===== config.mk =====
export PLATFORM = sky130hd
export DESIGN_NAME = snd1_audio_delta_decoder_unit
export DESIGN_NICKNAME = d
export VERILOG_FILES = /design/src/rtl/core/snd1_pkg.sv /design/src/rtl/core/snd1_ctrl.sv /design/src/rtl/core/snd1_datapath.sv /design/src/rtl/core/snd1_audio_delta_decoder_unit.sv
export SDC_FILE = /design/constraint.sdc
export NUM_CORES = 1
export LEC_CHECK = 0
export CORE_ASPECT_RATIO = 1.2
export CORE_MARGIN = 8
export CORE_UTILIZATION = 33
export CTS_BUF_LIST = sky130_fd_sc_hd__clkbuf_8
export DETAILED_ROUTE_END_ITERATION = 8
export DONT_BUFFER_PORTS = 1
export GPL_TIMING_DRIVEN = 0
export PLACE_DENSITY = 0.46
export SYNTH_ARGS = -nofsm -noshare
export SYNTH_HDL_FRONTEND = slang
export SYNTH_SLANG_ARGS = --single-unit

===== constraint.sdc =====
create_clock -name clk -period 5.1 [get_ports clk]
set_clock_uncertainty 0.1 [all_clocks]
set_input_delay 0.51 -clock clk [delete_from_list [all_inputs] [get_ports clk]]
set_output_delay 0.51 -clock clk [all_outputs]
set_load 0.05 [all_outputs]

===== src/rtl/core/snd1_pkg.sv =====
// shared types, parse mode codes and delta tables for the snd1 audio delta decoder
// no dependencies

package snd1_pkg;

  // input transaction payload
  typedef struct packed {
    logic [7:0]  in_byte;
    logic        chunk_start;
    logic [15:0] chunk_out_size;
  } in_t;

  // output transaction payload
  typedef struct packed {
    logic [7:0] sample;
    logic       last_of_run;
    logic       chunk_done;
  } out_t;

  // parse mode codes
  localparam logic [1:0] MODE_HDR  = 2'd0;
  localparam logic [1:0] MODE_TWO  = 2'd1;
  localparam logic [1:0] MODE_FOUR = 2'd2;
  localparam logic [1:0] MODE_RAW  = 2'd3;

  // header codes
  localparam logic [1:0] HDR_TWO   = 2'd0;
  localparam logic [1:0] HDR_FOUR  = 2'd1;
  localparam logic [1:0] HDR_DELTA = 2'd2;
  localparam logic [1:0] HDR_FILL  = 2'd3;

  localparam logic [15:0] SAMPLE_INIT = 16'h0080;

  // controller to datapath commands
  typedef struct packed {
    logic load;
    logic step;
  } snd1_cmd_t;

  // datapath to controller status
  typedef struct packed {
    logic out_free;
    logic last_step;
  } snd1_sts_t;

  // 2-bit delta table, sign-extended to the running sample width
  function automatic logic [15:0] delta2(input logic [1:0] c);
    logic [15:0] d;
    case (c)
      2'd0:    d = 16'hFFFE;
      2'd1:    d = 16'hFFFF;
      2'd2:    d = 16'h0000;
      default: d = 16'h0001;
    endcase
    return d;
  endfunction

  // 4-bit delta table, sign-extended to the running sample width
  function automatic logic [15:0] delta4(input logic [3:0] c);
    logic [15:0] d;
    case (c)
      4'd0:    d = 16'hFFF7;
      4'd1:    d = 16'hFFF8;
      4'd2:    d = 16'hFFFA;
      4'd3:    d = 16'hFFFB;
      4'd4:    d = 16'hFFFC;
      4'd5:    d = 16'hFFFD;
      4'd6:    d = 16'hFFFE;
      4'd7:    d = 16'hFFFF;
      4'd8:    d = 16'h0000;
      4'd9:    d = 16'h0001;
      4'd10:   d = 16'h0002;
      4'd11:   d = 16'h0003;
      4'd12:   d = 16'h0004;
      4'd13:   d = 16'h0005;
      4'd14:   d = 16'h0006;
      default: d = 16'h0008;
    endcase
    return d;
  endfunction

  // clamp a signed 16-bit running sample to 0..255
  function automatic logic [15:0] clamp_byte(input logic [15:0] s);
    logic [15:0] r;
    if (s[15]) begin
      r = 16'd0;
    end else if (s[14:8] != 7'd0) begin
      r = 16'd255;
    end else begin
      r = s;
    end
    return r;
  endfunction

endpackage


===== src/rtl/core/snd1_ctrl.sv =====
// controller: takes one input transaction, then issues one step per output slot
// depends on snd1_pkg

module snd1_ctrl (
  input  logic                clk,
  input  logic                rst_n,
  input  logic                in_valid,
  output logic                in_stall,
  input  snd1_pkg::snd1_sts_t sts,
  output snd1_pkg::snd1_cmd_t cmd
);
  import snd1_pkg::*;

  localparam logic ST_IDLE = 1'b0;
  localparam logic ST_RUN  = 1'b1;

  logic state_r;
  logic state_nxt;

  // commands
  assign in_stall = (state_r != ST_IDLE);
  assign cmd.load = (state_r == ST_IDLE) && in_valid;
  assign cmd.step = (state_r == ST_RUN) && sts.out_free;

  // next state
  always_comb begin
    state_nxt = state_r;
    unique case (state_r)
      ST_IDLE: begin
        if (in_valid) state_nxt = ST_RUN;
      end
      ST_RUN: begin
        if (cmd.step && sts.last_step) state_nxt = ST_IDLE;
      end
      default: state_nxt = ST_IDLE;
    endcase
  end

  // state register
  always_ff @(posedge clk) begin
    if (!rst_n) begin
      state_r <= ST_IDLE;
    end else begin
      state_r <= state_nxt;
    end
  end

  // checks
  a_step_in_run: assert property (@(posedge clk) disable iff (!rst_n)
    cmd.step |-> state_r == ST_RUN) else $error("step issued outside run");
  a_last_ends_run: assert property (@(posedge clk) disable iff (!rst_n)
    (cmd.step && sts.last_step) |=> state_r == ST_IDLE)
    else $error("run did not end on last step");
  a_load_starts_run: assert property (@(posedge clk) disable iff (!rst_n)
    cmd.load |=> (state_r == ST_RUN && !cmd.load)) else $error("load did not start run");

endmodule


===== src/rtl/core/snd1_datapath.sv =====
// datapath: parser state, running sample, budget, step counter and output register
// depends on snd1_pkg

module snd1_datapath (
  input  logic                clk,
  input  logic                rst_n,
  input  snd1_pkg::in_t       in_data,
  input  snd1_pkg::snd1_cmd_t cmd,
  output snd1_pkg::snd1_sts_t sts,
  output logic                out_valid,
  input  logic                out_stall,
  output snd1_pkg::out_t      out_data
);
  import snd1_pkg::*;

  logic [7:0]  byte_r;
  logic [5:0]  step_r,   step_nxt;
  logic [1:0]  mode_r,   mode_nxt;
  logic [5:0]  left_r,   left_nxt;
  logic [15:0] rs_r,     rs_nxt;
  logic [15:0] budget_r, budget_nxt;
  logic        out_valid_r, out_valid_nxt;
  out_t        out_data_r,  out_data_nxt;

  logic [15:0] val;
  logic        want_emit;
  logic        last_step;
  logic        emit_ok;
  logic [1:0]  pair;
  logic [3:0]  nib;

  // per-step decode of the held byte
  always_comb begin
    val       = rs_r;
    want_emit = 1'b0;
    last_step = 1'b1;
    mode_nxt  = mode_r;
    left_nxt  = left_r;
    rs_nxt    = rs_r;
    pair      = byte_r[1:0];
    nib       = byte_r[3:0];
    unique case (mode_r)
      MODE_HDR: begin
        unique case (byte_r[7:6])
          HDR_DELTA: begin
            if (byte_r[5]) begin
              val       = rs_r + {{11{byte_r[4]}}, byte_r[4:0]};
              rs_nxt    = val;
              want_emit = 1'b1;
            end else begin
              mode_nxt = MODE_RAW;
              left_nxt = byte_r[5:0];
            end
          end
          HDR_FILL: begin
            want_emit = 1'b1;
            last_step = (step_r == byte_r[5:0]);
          end
          HDR_TWO: begin
            mode_nxt = MODE_TWO;
            left_nxt = byte_r[5:0];
          end
          default: begin
            mode_nxt = MODE_FOUR;
            left_nxt = byte_r[5:0];
          end
        endcase
      end
      MODE_TWO: begin
        case (step_r[1:0])
          2'd0:    pair = byte_r[1:0];
          2'd1:    pair = byte_r[3:2];
          2'd2:    pair = byte_r[5:4];
          default: pair = byte_r[7:6];
        endcase
        val       = clamp_byte(rs_r + delta2(pair));
        rs_nxt    = val;
        want_emit = 1'b1;
        last_step = (step_r[1:0] == 2'd3);
      end
      MODE_FOUR: begin
        nib       = step_r[0] ? byte_r[7:4] : byte_r[3:0];
        val       = clamp_byte(rs_r + delta4(nib));
        rs_nxt    = val;
        want_emit = 1'b1;
        last_step = step_r[0];
      end
      default: begin
        val       = {8'd0, byte_r};
        rs_nxt    = val;
        want_emit = 1'b1;
      end
    endcase
    // end of a payload byte: count down the run or go back to headers
    if (mode_r != MODE_HDR && last_step) begin
      if (left_r == 6'd0) begin
        mode_nxt = MODE_HDR;
      end else begin
        left_nxt = left_r - 6'd1;
      end
    end
  end

  assign emit_ok       = want_emit && (budget_r != 16'd0);
  assign sts.last_step = last_step;
  assign sts.out_free  = !out_valid_r || !out_stall;

  // output register next value
  always_comb begin
    out_data_nxt  = out_data_r;
    out_valid_nxt = out_valid_r;
    if (!out_stall) out_valid_nxt = 1'b0;
    if (cmd.step && emit_ok) begin
      out_valid_nxt            = 1'b1;
      out_data_nxt.sample      = val[7:0];
      out_data_nxt.chunk_done  = (budget_r == 16'd1);
      out_data_nxt.last_of_run = last_step || (budget_r == 16'd1);
    end
  end

  // budget and step counter
  always_comb begin
    budget_nxt = budget_r;
    step_nxt   = step_r;
    if (cmd.step) begin
      step_nxt = step_r + 6'd1;
      if (emit_ok) budget_nxt = budget_r - 16'd1;
    end
  end

  // control state
  always_ff @(posedge clk) begin
    if (!rst_n) begin
      rs_r        <= SAMPLE_INIT;
      mode_r      <= MODE_HDR;
      left_r      <= 6'd0;
      budget_r    <= 16'd0;
      step_r      <= 6'd0;
      out_valid_r <= 1'b0;
    end else begin
      out_valid_r <= out_valid_nxt;
      if (cmd.load) begin
        step_r <= 6'd0;
        if (in_data.chunk_start) begin
          rs_r     <= SAMPLE_INIT;
          mode_r   <= MODE_HDR;
          left_r   <= 6'd0;
          budget_r <= in_data.chunk_out_size;
        end
      end else if (cmd.step) begin
        step_r   <= step_nxt;
        budget_r <= budget_nxt;
        rs_r     <= rs_nxt;
        if (last_step) begin
          mode_r <= mode_nxt;
          left_r <= left_nxt;
        end
      end
    end
  end

  // payload registers
  always_ff @(posedge clk) begin
    if (cmd.load) byte_r <= in_data.in_byte;
    out_data_r <= out_data_nxt;
  end

  assign out_valid = out_valid_r;
  assign out_data  = out_data_r;

  // checks
  a_no_emit_empty: assert property (@(posedge clk) disable iff (!rst_n)
    (cmd.step && budget_r == 16'd0) |=> budget_r == 16'd0)
    else $error("budget moved after exhaustion");
  a_mode_held: assert property (@(posedge clk) disable iff (!rst_n)
    (cmd.step && !last_step) |=> $stable(mode_r)) else $error("mode changed mid byte");
  a_done_is_last: assert property (@(posedge clk) disable iff (!rst_n)
    (cmd.step && emit_ok && budget_r == 16'd1) |=>
      (out_data_r.chunk_done && out_data_r.last_of_run && budget_r == 16'd0))
    else $error("budget end not flagged");

endmodule


===== src/rtl/core/snd1_audio_delta_decoder_unit.sv =====
// top level of the snd1 audio delta decoder: controller plus datapath
// depends on snd1_pkg, snd1_ctrl, snd1_datapath
//
//   channel  direction  handshake          payload
//   in_      input      in_valid/in_stall   in_byte, chunk_start, chunk_out_size
//   out_     output     out_valid/out_stall sample, last_of_run, chunk_done
//
// a byte is taken, then decoded in max(1, n) steps, n being the sample slots it
// decodes, suppressed ones included: 4 for a 2-bit payload byte, 2 for a 4-bit one,
// up to 64 for a fill
// the step loop of the controller paces this, one sample through the output register
// per cycle; steps pause while out_stall holds a waiting sample
// in_stall is high from the cycle after a transaction until the last step
// rst_n is synchronous, active low; the sample starts at 128 and the budget at zero

module snd1_audio_delta_decoder_unit (
  input  logic           clk,
  input  logic           rst_n,
  input  logic           in_valid,
  output logic           in_stall,
  input  snd1_pkg::in_t  in_data,
  output logic           out_valid,
  input  logic           out_stall,
  output snd1_pkg::out_t out_data
);
  import snd1_pkg::*;

  snd1_cmd_t cmd;
  snd1_sts_t sts;

  // sequencing
  snd1_ctrl u_ctrl (
    .clk      (clk),
    .rst_n    (rst_n),
    .in_valid (in_valid),
    .in_stall (in_stall),
    .sts      (sts),
    .cmd      (cmd)
  );

  // decode datapath
  snd1_datapath u_dp (
    .clk       (clk),
    .rst_n     (rst_n),
    .in_data   (in_data),
    .cmd       (cmd),
    .sts       (sts),
    .out_valid (out_valid),
    .out_stall (out_stall),
    .out_data  (out_data)
  );

endmodule

==> impl_metrics.tcl, run 1 <==
set metrics [dict create \
    clock-root-buffer "clkbuf_8" \
    gp_congestion 0.8315 \
    synth_flop_cell "dfxtp_1" \
    path_class "reg2reg" \
    reg2reg_depth 16 \
    dr.pass1.iters 4 \
    final_common_cell "nand2_1" \
    dieHeight_um 165.3 \
    area_growth_pct 8.966 \
    wirelength_mm 18.39 \
    p_total_mw 1.719 \
    ant_nets 0 \
    yosysWarnings 0 \
    synth_seq_cells 66 \
    dp_hpwl_mm 14.42 \
    hp-class "in2reg" \
    port_buffers 0 \
    drv_cap 0 \
    core_area_sq_um 18170 \
    hold_viol 0 \
    clkTransAtPathRegs_ps 70 \
    fillers 1881 \
    die_area_sq_um 23200 \
    cts-buffers-inserted 9 \
    crit_fanout 9 \
    hp-start "in_data[21]" \
    die_w_um 140.4 \
    syn-cell-area_sq_um 6126 \
    ir_worst_vdd_mv 0.1679 \
    rows 54 \
    synthXorXnorAreaFrac 0.06148 \
    arrival_ps 4770 \
    slew_viol_final 0 \
    grt_pass1_wl_mm 29.73 \
    start_util 0.3371 \
    slew_headroom 0.3748 \
    grt-ovfl-total 0 \
    clockBufferDepth 2 \
    async_flop_share 0 \
    fin_area_sq_um 6675 \
    seq_area_frac_synth 0.2451 \
    antenna_cells 0 \
    drive_gt1_frac 0.05350 \
    setup.worst_path.end_class "flop" \
    timing.reg2reg.setup_slack_ps 320 \
    cts_max_level 3 \
    cts_tree "yes" \
    whs_path_depth 0 \
    ys_types 76 \
    whs_endpoint "u_dp.byte_r[4]" \
    insertion_delay_ps 350 \
    synthMuxAreaShare 0.02002 \
    finalNetCount 872 \
    r2r_start "u_dp.step_r[0]" \
    synth_top_family_by_area "compound AO/OA/AOI/OAI gates" \
    synth-compound-area-share 0.2794 \
    synth_edf_count 18 \
    antenna_found_initial 0 \
    clock-sinks 66 \
    synth_simple_gate_area_frac 0.2318 \
    grt_usage 0.1598 \
    grt_start_max_net_pins 21 \
    max_freq_ghz 0.2090 \
    required_ps 5080 \
    outcome "completed" \
    viasPerCell 5.767 \
    drtIter0Drc 280 \
    leakage_nw 2.564 \
    finalCritPeriodShare 0.9380 \
    synth.avg_cell_area_sq_um 7.987 \
    postSynthCellCount 767 \
    worst_slew_pin_slew_ps 929.2 \
    io_pins 41 \
    drt-wirelength-per-cell_um 18.22 \
    synth_fp_nets 859 \
    drc 0 \
    p_per_area_nw_per_um2 257.6 \
    fin_crit_ps 4784 \
    rsz0062_at_grt "no" \
    timing.rr.end "u_dp.out_data[7]" \
    grt_pass1_vias 5807 \
    place_area_sq_um 6406 \
    synth_fa_ha_area_frac 0.1324 \
    tns_ps 0 \
    cp-start-kind "flop" \
    setup_viol 0 \
    via_count 5819 \
    final_cell_mix "nand2_1, nor2_1, ha_1, o21ai_0, a21oi_1" \
]
-- logic make-up after synthesis --
logic type | count (synthesis)
multiplexers | 12
adder cells (fa/ha/maj) | 63
XOR/XNOR | 43
flip-flops | 66
AND/OR/NAND/NOR | 285
AO/OA/AOI/OAI | 250
buffers and inverters | 48
-- through the flow --
step | hold slack [ps] | instances | setup slack [ps] | util
after floorplan | 355.2 | 767 | 926.9 | -
after global placement | 377.5 | 991 | -664.7 | 0.3525
after detailed placement | 387.3 | 991 | -710.7 | 0.3525
after CTS | 127.4 | 1008 | 22.10 | 0.3658
after global routing | 126.8 | 1009 | 10.48 | 0.3673
final | 151.7 | 1009 | 316.2 | 0.3673
-- sequential cells by signal, summed over array words and instances, names as in the netlist --
register / count
u_dp.byte_r: 8
u_dp.step_r: 6
u_ctrl.in_stall: 1
u_dp.left_r: 6
u_dp.rs_r: 16
u_dp.mode_r: 2
u_dp.budget_r: 16
u_dp.out_valid: 1
u_dp.out_data: 10
-- cells in the mapped netlist, drive strengths merged, types with 13 or more instances --
| cell | instances | area [sq um] |
|---|---|---|
| nand2 | 83 | 311.6 |
| nor2 | 70 | 262.8 |
| ha | 60 | 750.7 |
| o21ai | 60 | 300.3 |
| a21oi | 53 | 265.3 |
| dfxtp | 48 | 960.9 |
| inv | 27 | 101.4 |
| xnor2 | 22 | 192.7 |
| xor2 | 21 | 183.9 |
| nor3 | 19 | 95.09 |
| clkbuf | 18 | 67.56 |
| edfxtp | 18 | 540.5 |
| nand3 | 18 | 90.09 |
| nor2b | 17 | 106.4 |
| nand2b | 15 | 93.84 |
| a22oi | 13 | 97.59 |
| and2 | 13 | 81.33 |
| o211ai | 13 | 97.59 |
-- report_power, final --
group          internal [mW]  switching [mW]
logic                  0.231           0.377
clock network          0.262           0.209
registers              0.578          0.0629
total                   1.07           0.649
-- critical path, cell delays in order (launching register included) --
cell and delay, ps:
dfxtp_1 350, buf_2 280, inv_1 110, ha_1 220
a222oi_1 320, mux2i_1 180, ha_1 300, fa_1 470
a21o_2 250, a2111oi_4 470, or3_1 180, o311ai_1 140
nor4b_4 290, buf_4 200, nand2_1 80, o32ai_1 410
nand2_1 150
-- routing by layer --
metal  wire, um  vias up  GRT usage
li1           -     2916          -
met1       8125     2752     0.1847
met2       9101      126     0.2915
met3        790       25    0.02675
met4        368        0    0.05833
met5          0        -          0
-- layout make-up --
cell class / count / area, sq um / share of cell area
Buffer: 21 / 85.08 / 0.01275
Clock buffer: 12 / 165.2 / 0.02474
Clock inverter: 4 / 42.54 / 0.006373
Inverter: 27 / 101.3 / 0.01518
Multi-Input combinational cell: 653 / 4484 / 0.6718
Sequential cell: 66 / 1501 / 0.2249
Tap cell: 224 / 280.3 / 0.04199
Timing Repair Buffer: 2 / 15.01 / 0.002249
-- worst max path at each step --
stage / from / end / slack [ps] / depth (start not counted)
2_1_floorplan: u_dp.step_r[0] / u_dp.out_data[6] / 930 / 18
3_3_place_gp: u_dp.step_r[0] / u_dp.rs_r[2] / -660 / 15
3_5_place_dp: u_dp.step_r[0] / u_dp.rs_r[2] / -710 / 14
4_1_cts: u_dp.step_r[0] / u_dp.out_data[6] / 20 / 14
5_1_grt: u_dp.step_r[0] / u_dp.out_data[6] / 10 / 14
6_report: u_dp.step_r[0] / u_dp.out_data[7] / 320 / 16
-- repair_timing --
item / 4_1_cts / 5_1_grt
buffers inserted: 1 / 1
endpoints found under the setup margin: 16 / 15
gates resized for setup: 6 / 5
pin swaps: 0 / 2
hold buffers: 0 / 0
Note: power is estimated with default switching activity, not from simulation.
==> inputs of run 2 (changes only) <==
ABC_CLOCK_PERIOD_IN_PS = 5100   (was not set)
CORE_UTILIZATION = 59   (was 33)
PLACE_DENSITY = 0.74   (was 0.46)
==> impl_metrics.tcl, run 2 (synthesis results as in run 1) <==
set metrics [dict create \
    outcome "completed" \
    core_area_sq_um 10060 \
    p_per_area_nw_per_um2 251.3 \
    insertion_delay_ps 360 \
    drt-wirelength-per-cell_um 18.56 \
    grt_start_max_net_pins 21 \
    top_layer "met4" \
    reg2reg_depth 15 \
    timing.reg2reg.setup_slack_ps 260 \
    grt_pass1_wl_mm 27.39 \
    cts-buffers-inserted 9 \
    die_area_sq_um 13910 \
    dp_hpwl_mm 13.02 \
    arrival_ps 5000 \
    grt_usage 0.2453 \
    drtIter0Drc 448 \
    max_freq_ghz 0.2066 \
    wirelength_mm 16.93 \
    hp-class "in2reg" \
    cp-start-kind "flop" \
    crit_fanout 10 \
    finalNetCount 873 \
    drive_gt1_frac 0.05216 \
    cpMostUsedCell "o21ai_0" \
    setup.worst_path.end_class "flop" \
    met2_length_mm 8.408 \
    crit_chain "clkbuf_1, mux2i_2, inv_1, ha_1, nor2b_1, o21ai_0, ha_1, o21ai_0, o21ai_0, a31oi_2, o311ai_0, a21oi_1, mux2i_4, a22oi_1, o31ai_1" \
    m1WireLength_mm 7.011 \
    clockBufferDepth 2 \
    drv_cap 0 \
    grt-ovfl-total 0 \
    slew_headroom 0.3653 \
    ant_nets 0 \
    cpPeakStageDelay_ps 520 \
    final_cell_mix "nand2_1, nor2_1, ha_1, o21ai_0, a21oi_1" \
    whs_path_depth 0 \
    start_util 0.6090 \
    rsz0062_at_grt "no" \
    clock-sinks 66 \
    gp_congestion 0.9253 \
    final_common_cell "nand2_1" \
    antenna_found_initial 0 \
    dr_wl_met3_mm 1.024 \
    clkTransAtPathRegs_ps 70 \
    io_pins 41 \
    dieHeight_um 127.6 \
    drc 0 \
    r2r_start "u_dp.byte_r[4]" \
    cts_hold_buf 0 \
    critPathTopFamily "compound AO/OA/AOI/OAI gates" \
    via_count 5926 \
    tns_ps 0 \
    switching_share 0.4016 \
    path_class "reg2reg" \
    required_ps 5260 \
    area_growth_pct 6.230 \
    ir_worst_vdd_mv 0.1731 \
    finalCritPeriodShare 0.9491 \
    seqPwrFrac 0.392 \
    hold_slack_ps 142.3 \
    worst_slew_pin_slew_ps 943.4 \
    switchingPower_mw 0.6568 \
    rows 40 \
    path_buf_inv 2 \
    critical-path-slowest-cell "edfxtp_1" \
    combPwrFrac 0.370 \
    grt_pass1_vias 5802 \
    pwr-share-clk 0.238 \
    cts_max_level 3 \
    die_w_um 109.0 \
    leakage_nw 2.530 \
    setup_viol 0 \
    viasPerCell 6.498 \
    p_int_mw 0.9788 \
    dr.pass1.iters 5 \
    slew_viol_final 0 \
    hp-start "in_data[21]" \
    clock-root-buffer "clkbuf_8" \
    cts_tree "yes" \
    fin_crit_ps 4840 \
    port_buffers 0 \
    whs_endpoint "u_dp.byte_r[4]" \
    timing.rr.end "u_dp.rs_r[2]" \
    hold_viol 0 \
    antenna_cells 0 \
]
-- run 2: timing repair --
item                                    4_1_cts  5_1_grt
endpoints found under the setup margin       16       15
setup buffers                                 0        3
gates resized for setup                       5        4
pin swaps                                     0        1
-- run 2: per-layer routing --
metal / global-route usage / vias to the layer above
met1: 0.2742 / 2770
met4: 0.1090 / 0
met2: 0.4276 / 211
met5: 0 / -
li1: - / 2907
met3: 0.05684 / 38
-- run 2: worst max-delay path by stage --
stage	cells after the start	start	end	slack [ps]
floorplan	18	u_dp.step_r[0]	u_dp.out_data[6]	930
global placement	15	u_dp.step_r[0]	u_dp.out_data[8]	-400
detailed placement	15	u_dp.step_r[0]	u_dp.rs_r[2]	-470
CTS	16	u_dp.byte_r[4]	u_dp.rs_r[2]	70
global route	16	u_dp.byte_r[4]	u_dp.out_data[8]	10
finish	15	u_dp.byte_r[4]	u_dp.rs_r[2]	260
-- run 2: power groups by stage --
stage | clock network (mW) | logic, mW | registers (mW)
finish | 0.390 | 0.605 | 0.641
CTS | 0.394 | 0.588 | 0.641
floorplan | 0 | 0.460 | 0.639
global route | 0.418 | 0.667 | 0.645
global placement | 0 | 0.565 | 0.650
detailed placement | 0 | 0.580 | 0.652
-- run 2: cell type report --
type,count,area [sq um]
plain buffers,21,85.08
repair buffers,3,22.52
fillers,891,3552
multi-input cells,653,4477
well taps,126,157.7
inverters,27,101.3
clock inverters,7,38.79
flip-flops and latches,66,1501
clock buffers,9,123.9
-- run 2: through the flow --
step | power [mW] | setup slack [ps] | utilization | cell area [sq um] | cells
after floorplan | 1.098 | 926.9 | - | 6126 | 767
after global placement | 1.215 | -402.7 | 0.6246 | 6284 | 893
after detailed placement | 1.232 | -472.3 | 0.6246 | 6284 | 893
after CTS | 1.622 | 74.27 | 0.6432 | 6470 | 909
after global routing | 1.731 | 10.29 | 0.6469 | 6507 | 912
final | 1.636 | 259.5 | 0.6469 | 6507 | 912
==> inputs of run 3 (changes only) <==
ABC_AREA = 1   (was not set)
==> impl_metrics.tcl, run 3 <==
set metrics [dict create \
    fin_crit_ps 4347 \
    port_buffers 0 \
    cts_tree "yes" \
    syn-cell-area_sq_um 6511 \
    cp-start-kind "flop" \
    io_pins 41 \
    hold_viol 0 \
    whs_path_depth 0 \
    synth_area_leader_cell "nand2_1" \
    setup_viol 0 \
    yosysWarnings 0 \
    ff_latch_area_sq_um 1501 \
    postSynthCellCount 1011 \
    grt_start_max_net_pins 20 \
    antenna_cells 0 \
    whs_endpoint "u_dp.byte_r[5]" \
    ir_worst_vdd_mv 0.3190 \
    dieHeight_um 131.1 \
    synth.top_cells.by_count "nand2_1, inv_1, nand3_1" \
    yosysMostFrequentCell "nand2_1" \
    insertion_delay_ps 380 \
    max_freq_ghz 0.2301 \
    p_per_area_nw_per_um2 274.7 \
    rows 42 \
    grt-ovfl-total 0 \
    setup.worst_path.end_class "flop" \
    grt_pass1_wl_mm 27.91 \
    cts-buffers-inserted 9 \
    final_cell_mix "nand2_1, inv_1, nand3_1, a21oi_1, o21ai_0" \
    seq_area_frac_synth 0.2306 \
    cts-resized-gates 0 \
    synth_seq_cells 66 \
    synth_top_area_frac 0.1689 \
    cts_setup_buffers 0 \
    start_util 0.5986 \
    hp-class "in2reg" \
    startpoint "u_dp.byte_r[4]" \
    synth_fp_nets 1103 \
    synth_edf_count 18 \
    via_count 6428 \
    multiInputGateArea_sq_um 4404 \
    async_flop_share 0 \
    dr.pass1.iters 5 \
    drt-wirelength-per-cell_um 14.47 \
    grt_pass1_vias 5981 \
    area_growth_pct 5.822 \
    clock-root-buffer "clkbuf_8" \
    viasPerCell 5.537 \
    fin_area_sq_um 6890 \
    antenna_found_initial 0 \
    r2r_start "u_dp.byte_r[4]" \
    hp-start "in_data[22]" \
    slew_headroom 0.4322 \
    reg2reg_depth 23 \
    timing.rr.end "u_dp.out_data[5]" \
    leakage_nw 3.334 \
    arrival_ps 4370 \
    timing.reg2reg.setup_slack_ps 750 \
    slew_viol_final 0 \
    worst_slew_pin_slew_ps 851.5 \
    drv_cap 0 \
    path_class "reg2reg" \
    gp_congestion 0.9352 \
    clock-sinks 66 \
    finalCritPeriodShare 0.8523 \
    fillers 1071 \
    cts_max_level 3 \
    drive_gt1_frac 0.07094 \
    drtIter0Drc 359 \
    tns_ps 0 \
    place_area_sq_um 6676 \
    ys_types 48 \
    cts_hold_buf 0 \
    required_ps 5120 \
    core_area_sq_um 10880 \
    crit_fanout 15 \
    wirelength_mm 16.80 \
    drc 0 \
    grt_usage 0.2345 \
    rsz0062_at_grt "no" \
    synthTopCellsByArea "nand2_1, dfxtp_1, ha_1" \
    dp_hpwl_mm 13.24 \
    outcome "completed" \
    synth.avg_cell_area_sq_um 6.440 \
    final_common_cell "nand2_1" \
    die_w_um 111.9 \
    clockBufferDepth 2 \
    synth_flop_cell "dfxtp_1" \
    finalNetCount 1116 \
    clkTransAtPathRegs_ps 80 \
    die_area_sq_um 14670 \
    ant_nets 0 \
]
## run 3: critical path: stages (launching register included)
cell and delay [ps]:
edfxtp_1 380, buf_12 160, inv_1 90, a21oi_1 450, inv_1 190, ha_1 310
o21ai_0 80, a22oi_1 230, ha_1 250, inv_1 70, fa_1 430, inv_1 90
nand3_1 80, nand3_2 120, nand2_1 60, nand2_1 100, nand2_1 80, nand3_1 80
nand2_1 90, nor2_4 190, nand3_1 90, nand2_1 80, nand3_1 110, and2_1 170
## run 3: report_power, final
group	switching, mW	internal [mW]	leakage (nW)
sequential	0.0798	0.591	0.560
combinational	0.505	0.273	2.68
clock	0.224	0.220	0.0939
total	0.809	1.08	3.33
## run 3: how the worst max path moves through the flow
stage / to / slack [ps]
floorplan: u_dp.out_data[5] / 1290
global placement: u_dp.out_data[5] / 380
detailed placement: u_dp.out_data[5] / 380
CTS: u_dp.out_data[5] / 340
global route: u_dp.out_data[5] / 330
finish: u_dp.out_data[5] / 750
## run 3: cells by family (layout without fill, tap and decap cells)
group | after synthesis | count (layout) | share of synthesized area
AOI/OAI and AO/OA | 185 | 185 | 0.1606
buffers and inverters | 158 | 176 | 0.09301
DFF | 66 | 66 | 0.2306
and+or+nand+nor | 507 | 507 | 0.3482
xor gates and xnor gates | 32 | 32 | 0.04304
adders and majority gates | 63 | 63 | 0.1245
## run 3: layout make-up
type,count,area share
Sequential cell,66,0.2179
Tap cell,132,0.02397
Inverter,144,0.07845
Clock buffer,9,0.01798
Clock inverter,7,0.009079
Buffer,14,0.009443
Multi-Input combinational cell,787,0.6392
Timing Repair Buffer,2,0.003995
## run 3: layer usage
| layer | routed length, um | track usage |
|---|---|---|
| met4 | 323 | 0.09750 |
| met2 | 8546 | 0.4390 |
| met3 | 585 | 0.02887 |
| met1 | 7342 | 0.2657 |
| met5 | 0 | 0 |
## run 3: stage by stage
| stage | utilization | worst slack, ps | std cells | hold WS (ps) | total power, mW |
|---|---|---|---|---|---|
| after floorplan | - | 1286 | 1011 | 345.3 | 1.281 |
| after global routing | 0.6334 | 329.1 | 1161 | 121.5 | 2.026 |
| final | 0.6334 | 753.3 | 1161 | 130.2 | 1.893 |
| after CTS | 0.6309 | 341.7 | 1159 | 123.1 | 1.887 |
| after detailed placement | 0.6138 | 377.9 | 1143 | 359.1 | 1.447 |
| after global placement | 0.6138 | 375.6 | 1143 | 357.9 | 1.443 |
